### config.mk
export PLATFORM = sky130hd
export DESIGN_NAME = symmetric_cusum_event_filter_core
export DESIGN_NICKNAME = d
export VERILOG_FILES = /design/src/rtl/core/scef_pkg.sv /design/src/rtl/core/symmetric_cusum_event_filter_core.sv
export SDC_FILE = /design/constraint.sdc
export NUM_CORES = 1
export LEC_CHECK = 0
export BUFFER_PORTS_ARGS = -buffer_cell sky130_fd_sc_hd__buf_2
export CAP_MARGIN = 20
export CORE_ASPECT_RATIO = 0.9
export CORE_MARGIN = 2
export CORE_UTILIZATION = 50
export DETAILED_ROUTE_END_ITERATION = 7
export GPL_TIMING_DRIVEN = 0
export PLACE_DENSITY = 0.71
export SYNTH_ARGS = -nofsm -noshare
export SYNTH_HDL_FRONTEND = slang
export SYNTH_SLANG_ARGS = --single-unit
### constraint.sdc
create_clock -name clk -period 6 [get_ports clk]
set_input_delay 0.3 -clock clk [delete_from_list [all_inputs] [get_ports clk]]
set_output_delay 0.3 -clock clk [all_outputs]
set_load 0.01 [all_outputs]
### src/rtl/core/scef_pkg.sv
// ----------------------------------------------------------------------------
// scef_pkg
// Shared widths, event codes and sum limits for the symmetric CUSUM event filter.
// ----------------------------------------------------------------------------
package scef_pkg;

  // Sample and threshold width, Q16.16
  localparam int SAMPLE_W = 32;
  // Running sum width, same 16 fractional bits
  localparam int ACC_W    = 40;

  // Stream word widths (fields packed from bit 0, padded to whole bytes)
  localparam int IN_TDATA_W  = ((2 * SAMPLE_W + 7) / 8) * 8;
  localparam int IN_TUSER_W  = 2;
  localparam int EVENT_W     = 2;
  localparam int OUT_TDATA_W = ((EVENT_W + 7) / 8) * 8;

  // Event codes, two's complement in two bits
  localparam logic [EVENT_W-1:0] EV_NONE = 2'b00;
  localparam logic [EVENT_W-1:0] EV_UP   = 2'b01;
  localparam logic [EVENT_W-1:0] EV_DOWN = 2'b11;

  // Saturation limits of the running sums
  localparam logic signed [ACC_W-1:0] ACC_MAX = {1'b0, {(ACC_W-1){1'b1}}};
  localparam logic signed [ACC_W-1:0] ACC_MIN = {1'b1, {(ACC_W-1){1'b0}}};

endpackage

### src/rtl/core/symmetric_cusum_event_filter_core.sv
// ----------------------------------------------------------------------------
// symmetric_cusum_event_filter_core
// Two-sided CUSUM filter: clamped upward and downward sums, one event per word.
// ----------------------------------------------------------------------------
// Takes one word per clock when the result side keeps up: each accepted input
// word yields exactly one result word in the next cycle, held in an output
// register until taken. The rate of one word per cycle is set by the running
// sum feedback loop, which is a single add, clamp and compare per sum between
// the sum registers. A new word is still taken while a finished result waits,
// as long as that result is taken in the same cycle. A word flagged as first
// of a series clears both sums and yields event 0. Events: -1 downward,
// 0 none, +1 upward; downward wins when both tests pass.
module symmetric_cusum_event_filter_core
  import scef_pkg::*;
(
  input  logic                   clk,
  input  logic                   rst_n,
  // input stream
  input  logic                   in_tvalid,
  output logic                   in_tready,
  input  logic [IN_TDATA_W-1:0]  in_tdata,   // [31:0] sample_change, [63:32] threshold
  input  logic [IN_TUSER_W-1:0]  in_tuser,   // [0] entry_allowed, [1] first_of_series
  // result stream
  output logic                   out_tvalid,
  input  logic                   out_tready,
  output logic [OUT_TDATA_W-1:0] out_tdata   // [1:0] event_signal, rest zero
);

  localparam int SUM_W = ACC_W + 1;

  logic signed [ACC_W-1:0]   up_sum_r;
  logic signed [ACC_W-1:0]   up_sum_nxt;
  logic signed [ACC_W-1:0]   dn_sum_r;
  logic signed [ACC_W-1:0]   dn_sum_nxt;
  logic                      out_valid_r;
  logic [EVENT_W-1:0]        event_r;
  logic [EVENT_W-1:0]        event_nxt;

  logic                      in_fire;
  logic signed [SAMPLE_W-1:0] sample;
  logic signed [SAMPLE_W-1:0] thr;
  logic                      entry_allowed;
  logic                      first_of_series;
  logic signed [SUM_W-1:0]   sample_x;
  logic signed [SUM_W-1:0]   thr_x;
  logic signed [SUM_W-1:0]   neg_thr_x;
  logic signed [SUM_W-1:0]   up_add;
  logic signed [SUM_W-1:0]   dn_add;
  logic signed [ACC_W-1:0]   up_acc;
  logic signed [ACC_W-1:0]   dn_acc;

  // Unpack the input word
  assign sample          = in_tdata[SAMPLE_W-1:0];
  assign thr             = in_tdata[2*SAMPLE_W-1:SAMPLE_W];
  assign entry_allowed   = in_tuser[0];
  assign first_of_series = in_tuser[1];

  // Accept while the result register is empty or being drained
  assign in_tready = !out_valid_r || out_tready;
  assign in_fire   = in_tvalid && in_tready;

  // Widen operands so the sums and the negated threshold cannot wrap
  assign sample_x  = SUM_W'(sample);
  assign thr_x     = SUM_W'(thr);
  assign neg_thr_x = -thr_x;
  assign up_add    = SUM_W'(up_sum_r) + sample_x;
  assign dn_add    = SUM_W'(dn_sum_r) + sample_x;

  // Clamp upward sum to [0, max] and downward sum to [min, 0]
  always_comb begin
    if (up_add > SUM_W'(ACC_MAX)) begin
      up_acc = ACC_MAX;
    end else if (up_add < 0) begin
      up_acc = '0;
    end else begin
      up_acc = up_add[ACC_W-1:0];
    end
    if (dn_add < SUM_W'(ACC_MIN)) begin
      dn_acc = ACC_MIN;
    end else if (dn_add > 0) begin
      dn_acc = '0;
    end else begin
      dn_acc = dn_add[ACC_W-1:0];
    end
  end

  // Test thresholds; downward event has priority and clears only its sum
  always_comb begin
    up_sum_nxt = up_acc;
    dn_sum_nxt = dn_acc;
    event_nxt  = EV_NONE;
    if (first_of_series) begin
      up_sum_nxt = '0;
      dn_sum_nxt = '0;
    end else if (entry_allowed && (SUM_W'(dn_acc) < neg_thr_x)) begin
      dn_sum_nxt = '0;
      event_nxt  = EV_DOWN;
    end else if (entry_allowed && (SUM_W'(up_acc) > thr_x)) begin
      up_sum_nxt = '0;
      event_nxt  = EV_UP;
    end
  end

  // Advance the sums and the result valid flag
  always_ff @(posedge clk) begin
    if (!rst_n) begin
      up_sum_r    <= '0;
      dn_sum_r    <= '0;
      out_valid_r <= 1'b0;
    end else begin
      if (in_fire) begin
        up_sum_r <= up_sum_nxt;
        dn_sum_r <= dn_sum_nxt;
      end
      if (in_fire) begin
        out_valid_r <= 1'b1;
      end else if (out_tready) begin
        out_valid_r <= 1'b0;
      end
    end
  end

  // Hold the result word until taken
  always_ff @(posedge clk) begin
    if (in_fire) begin
      event_r <= event_nxt;
    end
  end

  assign out_tvalid = out_valid_r;
  assign out_tdata  = OUT_TDATA_W'(event_r);

`ifndef ASSERT_OFF
  // Upward sum never goes negative
  a_up_nonneg: assert property (@(posedge clk) disable iff (!rst_n)
    !up_sum_r[ACC_W-1])
    else $error("upward sum negative");

  // Downward sum never goes positive
  a_dn_nonpos: assert property (@(posedge clk) disable iff (!rst_n)
    dn_sum_r[ACC_W-1] || (dn_sum_r == '0))
    else $error("downward sum positive");

  // A first-of-series word clears both sums and gives no event
  a_first_clears: assert property (@(posedge clk) disable iff (!rst_n)
    in_fire && first_of_series |=>
      (up_sum_r == '0) && (dn_sum_r == '0) && (event_r == EV_NONE))
    else $error("first of series did not clear");

  // An upward event leaves the upward sum cleared
  a_up_clear: assert property (@(posedge clk) disable iff (!rst_n)
    in_fire && (event_nxt == EV_UP) |=> (up_sum_r == '0))
    else $error("upward event did not clear sum");

  // Result code is never the unused pattern
  a_event_code: assert property (@(posedge clk) disable iff (!rst_n)
    out_valid_r |-> (event_r == EV_NONE) || (event_r == EV_UP) || (event_r == EV_DOWN))
    else $error("bad event code");
`endif

endmodule

; Word level (Yosys, flattened, before mapping)
; Index checks and enable logic that the tools add are counted.
; Widths: inputs -> output; s select.
[totals]
register_bits = 83
output_inout_bits = 10
word_cells = 32
[op_classes]
addsub = 3
magnitude_cmp = 6
muxes = 13
n_reduce_logical = 6
[op_table]
columns = op, count
row1 = $mux 40, 9
row2 = $add 40x32->41, 2
row3 = $gt 41x1->1 const B, 1
row4 = $gt 41x40->1 const B, 1
row5 = $lt 40x41->1, 1
row6 = $lt 41x1->1 const B, 1
row7 = $lt 41x40->1 const B, 1
row8 = $neg 32->41, 1
row9 = $gt 40x32->1, 1
row10 = $logic_and 1x1->1, 3
row11 = $mux 1, 3
row12 = $mux 2, 1
row13 = $reduce_bool 2->1, 1
row14 = $logic_not 1->1, 1
row15 = $logic_or 1x1->1, 1

; Depth between registers and ports, before layout
[logic_depth]
ltp_word = 9
ltp_mapped = 30
ltp_nobuf = 26

; Worst setup path after synthesis
; Ideal clock, no wire load.
[synth_path]
path_kind = register to register
start = register dn_sum_r[0]
end = register dn_sum_r[0]
setup_ps = 117
arrival_ps = 5834
required_time_ps = 5883
slack_ps = 49
stages_incl_launch_ff = 30
period_less_slack_ps = 5951
cell_sequence = dfxtp_1 > ha_1 > inv_1 > fa_1 > nor2b_1 > o31ai_2 > a211o_1 > a21boi_0 > o21ai_0 > a41oi_1 > xnor2_1 > nand4_1 > or2_4 > nand2_1 > clkbuf_1 > and2_1 > ha_1 > a21o_1 > a21o_1 > a211oi_1 > o21bai_1 > a211oi_1 > nand2_1 > or4_1 > o2bb2ai_1 > or2_2 > a21oi_2 > buf_4 > buf_4 > a22o_1
[synth_between]
elab_chain_len = 8
word_cells_on_any_way = 9
[synth_rtl]
columns = element, line
row1 = start: declaration, symmetric_cusum_event_filter_core.sv:33  ; logic signed [ACC_W-1:0] dn_sum_r;
row2 = start signal: assignment, symmetric_cusum_event_filter_core.sv:113  ; dn_sum_r <= dn_sum_nxt;
row3 = $add 40x32->41 *, symmetric_cusum_event_filter_core.sv:67  ; assign dn_add = SUM_W'(dn_sum_r) + sample_x;
row4 = $gt 41x1->1, symmetric_cusum_event_filter_core.sv:80  ; end else if (dn_add > 0) begin
row5 = $mux 40, symmetric_cusum_event_filter_core.sv:80
row6 = $mux 40 *, symmetric_cusum_event_filter_core.sv:78  ; if (dn_add < SUM_W'(ACC_MIN)) begin
row7 = $lt 40x41->1, symmetric_cusum_event_filter_core.sv:95  ; end else if (entry_allowed && (SUM_W'(dn_acc) < neg_thr_x)) begin
row8 = $logic_and 1x1->1, symmetric_cusum_event_filter_core.sv:95
row9 = $mux 40 *, symmetric_cusum_event_filter_core.sv:95
row10 = $mux 40 *, symmetric_cusum_event_filter_core.sv:92  ; if (first_of_series) begin
; Every way passes the cells marked *; elsewhere a longest branch is shown, timed or not.
; A chain may end at the register's enable or synchronous reset.

; Worst setup path after layout
[layout_path]
start = register dn_sum_r[6]
end = register dn_sum_r[0]
; The elaborated chain is that of the path after synthesis.

==> results.py <==
metrics = {
    "run_status": {
        "result_of_the_run": "finished with violations",
        "violations": "negative setup slack",
    },
    "clocking": {
        "worst_skew_pair.late_latency_ns": 0.35,
        "hold_buffers": 0,
        "tritoncts": "built",
        "cts_sinks": 83,
        "cts-root-to-sink-buffers": 2,
        "cts_bufs_inserted": 9,
        "h_tree_depth": 3,
        "clk_pin_slew_worst_paths_ns": 0.06,
        "ctsRootBufferMaster": "sky130_fd_sc_hd__clkbuf_16",
    },
    "logic_synthesis": {
        "synthesis.area_sq_um": 10720,
        "netlist.area_leader.share": 0.1878,
        "yosys_reg_bits": 83,
        "synth_top_flop_cell": "sky130_fd_sc_hd__dfxtp_1",
        "synth.area.top_cells": "sky130_fd_sc_hd__ha_1 (19%), sky130_fd_sc_hd__dfxtp_1 (15%), sky130_fd_sc_hd__a21oi_1 (6.5%)",
        "syn_inst": 1378,
        "synth-edff-count": 2,
        "yosysWarningCount": 0,
        "syn-mean-instance-area_sq_um": 7.782,
        "yosysSeqAreaShare": 0.1568,
        "postSynth.asyncResetShare": 0,
        "synth.lib_cells_used.distinct": 95,
        "synthDominantAreaCellType": "sky130_fd_sc_hd__ha_1",
    },
    "route": {
        "antenna_left": 0,
        "finalWirelength_mm": 37.15,
        "drt_first_iter_violations": 936,
        "vias_per_cell": 6.314,
        "remaining_drcs": 0,
        "detailroute.via_count": 11415,
        "first_pass_iters": 5,
        "routedWlPerCell_um": 20.55,
    },
    "global_route": {
        "grt_antenna_before_repair": 3,
        "grt_pass1_vias": 10302,
        "grt_start_max_net_pins": 19,
        "overflow": 0,
        "grt.total_usage": 0.3108,
        "grt_first_pass_wirelength_mm": 54.63,
    },
    "die": {
        "dieHeight_um": 142.9,
        "die_area_sq_um": 22640,
        "core_area_sq_um": 20900,
        "ios": 80,
        "start_util": 0.5132,
        "rows": 50,
        "die_w_um": 158.4,
    },
    "pwr": {
        "total_internal_power_uw": 1370,
        "power_switching_share": 0.3534,
        "power_switching_uw": 748.9,
        "ir_drop_mv": 0.1481,
        "power.density_nw_per_um2": 160.3,
        "p_clk_frac": 0.329,
        "p_leak_uw": 0.005914,
        "power.share.sequential": 0.277,
        "comb_power_share": 0.394,
    },
    "critical_path": {
        "largest_fanout_on_the_critical_path": 10,
        "worst_ep_arrival_time_ns": 6.41,
        "worst_r2r_path_depth": 28,
        "crit_family": "compound AO/OA/AOI/OAI gates",
        "worst_setup_end_kind": "flop",
        "timing.critical_path.slowest_stage_cell": "sky130_fd_sc_hd__a2111oi_4",
        "source_of_the_worst_register_to_register_timing_path": "dn_sum_r[6]",
        "critPathRequiredTime_ns": 6.24,
        "ff_to_ff_end": "dn_sum_r[0]",
        "critical-path-max-stage-delay_ns": 0.47,
        "critical_path.n_buffers_inverters": 6,
        "rrSetupSlack_ns": -0.16,
        "setup.worst_path.start_class": "flop",
        "timing.setup.critical_path_class": "reg2reg",
    },
    "layout": {
        "fin_nets": 1748,
        "drive_above_1_share": 0.2133,
        "ff_latch_area_sq_um": 1684,
        "num-fill-cells": 1825,
        "area_of_combinational_cells_with_multiple_inputs_sq_um": 9382,
        "area.growth.synth_to_final_pct": 23.28,
    },
    "min_path": {
        "worst_hold_path.num_cells": 3,
        "min-delay-path-class": "in2reg",
        "hold_path_end": "out_tvalid",
        "hold_path_startpoint": "in_tvalid",
    },
    "sta": {
        "worst_setup_slack_after_layout_ns": -0.1648,
        "setup_repair_after_global_routing_missed_its_margin": "yes",
        "timing.fmax_mhz": 162.2,
        "slew_headroom": 0.4125,
        "report.final.slew_viol_count": 0,
        "layout_worst_path_cycle_share": 1.027,
        "setup_violations": 64,
        "min_period_ns": 6.165,
        "fin_skew_ns": 0.008200,
        "finalSetupTns_ns": -6.364,
        "worst-slew-pin-transition_ns": 0.8794,
        "finalHoldViolations": 0,
    },
    "place": {
        "detailedPlacementHpwl_mm": 28.45,
        "placement.setup.worst_slack_ns": -1.705,
        "routabilityCongestion": 1.031,
        "port_buffers": 73,
    },
    "flow_run": {
        "max-cap-violations": 0,
    },
}
cell families (layout without fill, tap and decap cells):
group	after synthesis	after routing	share of synthesized area
DFF	83	83	0.1568
AOI/OAI and AO/OA	490	490	0.3218
muxes	7	7	0.006767
xor gates and xnor gates	84	84	0.06860
adders and majority gates	163	163	0.1916
buffers and inverters	122	257	0.04842
and+or+nand+nor	428	428	0.2057
other	1	10	0.0003497
area by class of cell:
| type | instances | area share |
|---|---|---|
| Antenna cell | 3 | 0.0005679 |
| Buffer | 51 | 0.02697 |
| Clock buffer | 10 | 0.01808 |
| Clock inverter | 5 | 0.009464 |
| Inverter | 66 | 0.01874 |
| Multi-Input combinational cell | 1179 | 0.7096 |
| Sequential cell | 83 | 0.1274 |
| Tap cell | 286 | 0.02707 |
| Timing Repair Buffer | 125 | 0.06209 |
Yosys cell counts (5+ instances only):
library cell,count
sky130_fd_sc_hd__a211o_1,9
sky130_fd_sc_hd__a211oi_1,18
sky130_fd_sc_hd__a21boi_0,6
sky130_fd_sc_hd__a21o_1,53
sky130_fd_sc_hd__a21oi_1,139
sky130_fd_sc_hd__a22o_1,59
sky130_fd_sc_hd__a31oi_1,5
sky130_fd_sc_hd__a32o_1,11
sky130_fd_sc_hd__and2_1,25
sky130_fd_sc_hd__and3_1,17
sky130_fd_sc_hd__and4_1,8
sky130_fd_sc_hd__buf_2,9
sky130_fd_sc_hd__buf_4,9
sky130_fd_sc_hd__clkbuf_1,34
sky130_fd_sc_hd__dfxtp_1,81
sky130_fd_sc_hd__ha_1,161
sky130_fd_sc_hd__inv_1,65
sky130_fd_sc_hd__mux2i_1,5
sky130_fd_sc_hd__nand2_1,114
sky130_fd_sc_hd__nand2b_1,10
sky130_fd_sc_hd__nand3_1,20
sky130_fd_sc_hd__nand4_1,36
sky130_fd_sc_hd__nor2_1,86
sky130_fd_sc_hd__nor2b_1,16
sky130_fd_sc_hd__nor3_1,33
sky130_fd_sc_hd__nor3b_1,6
sky130_fd_sc_hd__nor4_1,13
sky130_fd_sc_hd__o211a_1,6
sky130_fd_sc_hd__o211ai_1,8
sky130_fd_sc_hd__o21a_1,17
sky130_fd_sc_hd__o21ai_0,62
sky130_fd_sc_hd__o21bai_1,15
sky130_fd_sc_hd__o31ai_1,16
sky130_fd_sc_hd__o31ai_2,6
sky130_fd_sc_hd__or2_2,6
sky130_fd_sc_hd__or3_1,17
sky130_fd_sc_hd__xnor2_1,66
sky130_fd_sc_hd__xor2_1,18
how the worst max path moves through the flow:
| stage | start | end | slack, ns | cells after the start |
|---|---|---|---|---|
| 3_5_place_dp | in_tdata[0] | up_sum_r[31] | -1.71 | 29 |
| 3_3_place_gp | in_tdata[0] | up_sum_r[36] | -1.80 | 29 |
| 2_1_floorplan | dn_sum_r[0] | dn_sum_r[0] | 0.05 | 29 |
| 5_1_grt | dn_sum_r[21] | dn_sum_r[0] | -0.41 | 29 |
| 6_report | dn_sum_r[6] | dn_sum_r[0] | -0.16 | 28 |
| 4_1_cts | dn_sum_r[0] | dn_sum_r[26] | -0.26 | 30 |
per-layer routing:
metal / global-route usage / vias to the layer above / routed length [um]
li1: - / 5479 / -
met1: 0.4376 / 5351 / 16510
met2: 0.4938 / 486 / 16570
met3: 0.03612 / 99 / 2762
met4: 0.1010 / 0 / 1311
met5: 0 / - / 0
state kept, by name (all words and copies together), names as in the netlist:
signal      cells
up_sum_r       40
dn_sum_r       40
event_r         2
out_tvalid      1
placed cells by master, fill, tap and decap left out, types with 12 or more instances in the layout:
cell type	synthesis	routed
sky130_fd_sc_hd__nor2b_1	16	14
sky130_fd_sc_hd__a21oi_2	2	20
sky130_fd_sc_hd__xor2_1	18	18
sky130_fd_sc_hd__clkbuf_1	34	19
sky130_fd_sc_hd__and3_1	17	16
sky130_fd_sc_hd__a22o_1	59	59
sky130_fd_sc_hd__inv_1	65	64
sky130_fd_sc_hd__nand4_1	36	36
sky130_fd_sc_hd__o21a_1	17	17
sky130_fd_sc_hd__o31ai_1	16	12
sky130_fd_sc_hd__a21oi_1	139	113
sky130_fd_sc_hd__buf_4	9	52
sky130_fd_sc_hd__a21o_1	53	53
sky130_fd_sc_hd__or3_1	17	15
sky130_fd_sc_hd__nor3_1	33	26
sky130_fd_sc_hd__nand3_1	20	19
sky130_fd_sc_hd__buf_2	9	78
sky130_fd_sc_hd__xnor2_1	66	63
sky130_fd_sc_hd__clkbuf_16	0	12
sky130_fd_sc_hd__ha_1	161	150
sky130_fd_sc_hd__dfxtp_1	81	79
sky130_fd_sc_hd__o21bai_1	15	14
sky130_fd_sc_hd__and2_1	25	24
sky130_fd_sc_hd__o21ai_0	62	49
sky130_fd_sc_hd__nand2_1	114	109
sky130_fd_sc_hd__nor2_1	86	81
stage by stage:
step	instances	total power, uW	instance area [sq um]	hold WS (ns)	util
floorplan	1384	1098	10750	0.4292	-
global placement	1743	1287	11470	0.4372	0.5489
detailed placement	1744	1300	11470	0.4452	0.5491
CTS	1772	2020	12310	0.2062	0.5893
global route	1808	2213	13220	0.2418	0.6327
finish	1808	2119	13220	0.2093	0.6327
repair_timing:
action                     4_1_cts  5_1_grt
gates cloned                     1        4
resized for setup               97      138
setup endpoints to repair       81       81
setup buffers                   13       34
pin swaps                       27       66
worst reg2reg max path: cells and delay by family (launching register included):
kind	cells	cell delay, ns
compound gates	12	2.52
simple gates	8	1.63
buf+inv	6	1.00
fa+ha+maj	2	0.58
flops	1	0.32
power groups by stage:
stage	registers, uW	logic, uW	clock network, uW
global placement	597	690	0
detailed placement	597	702	0
floorplan	595	503	0
CTS	586	739	695
finish	587	835	698
global route	588	908	717
Note: power is estimated with default switching activity, not from simulation.
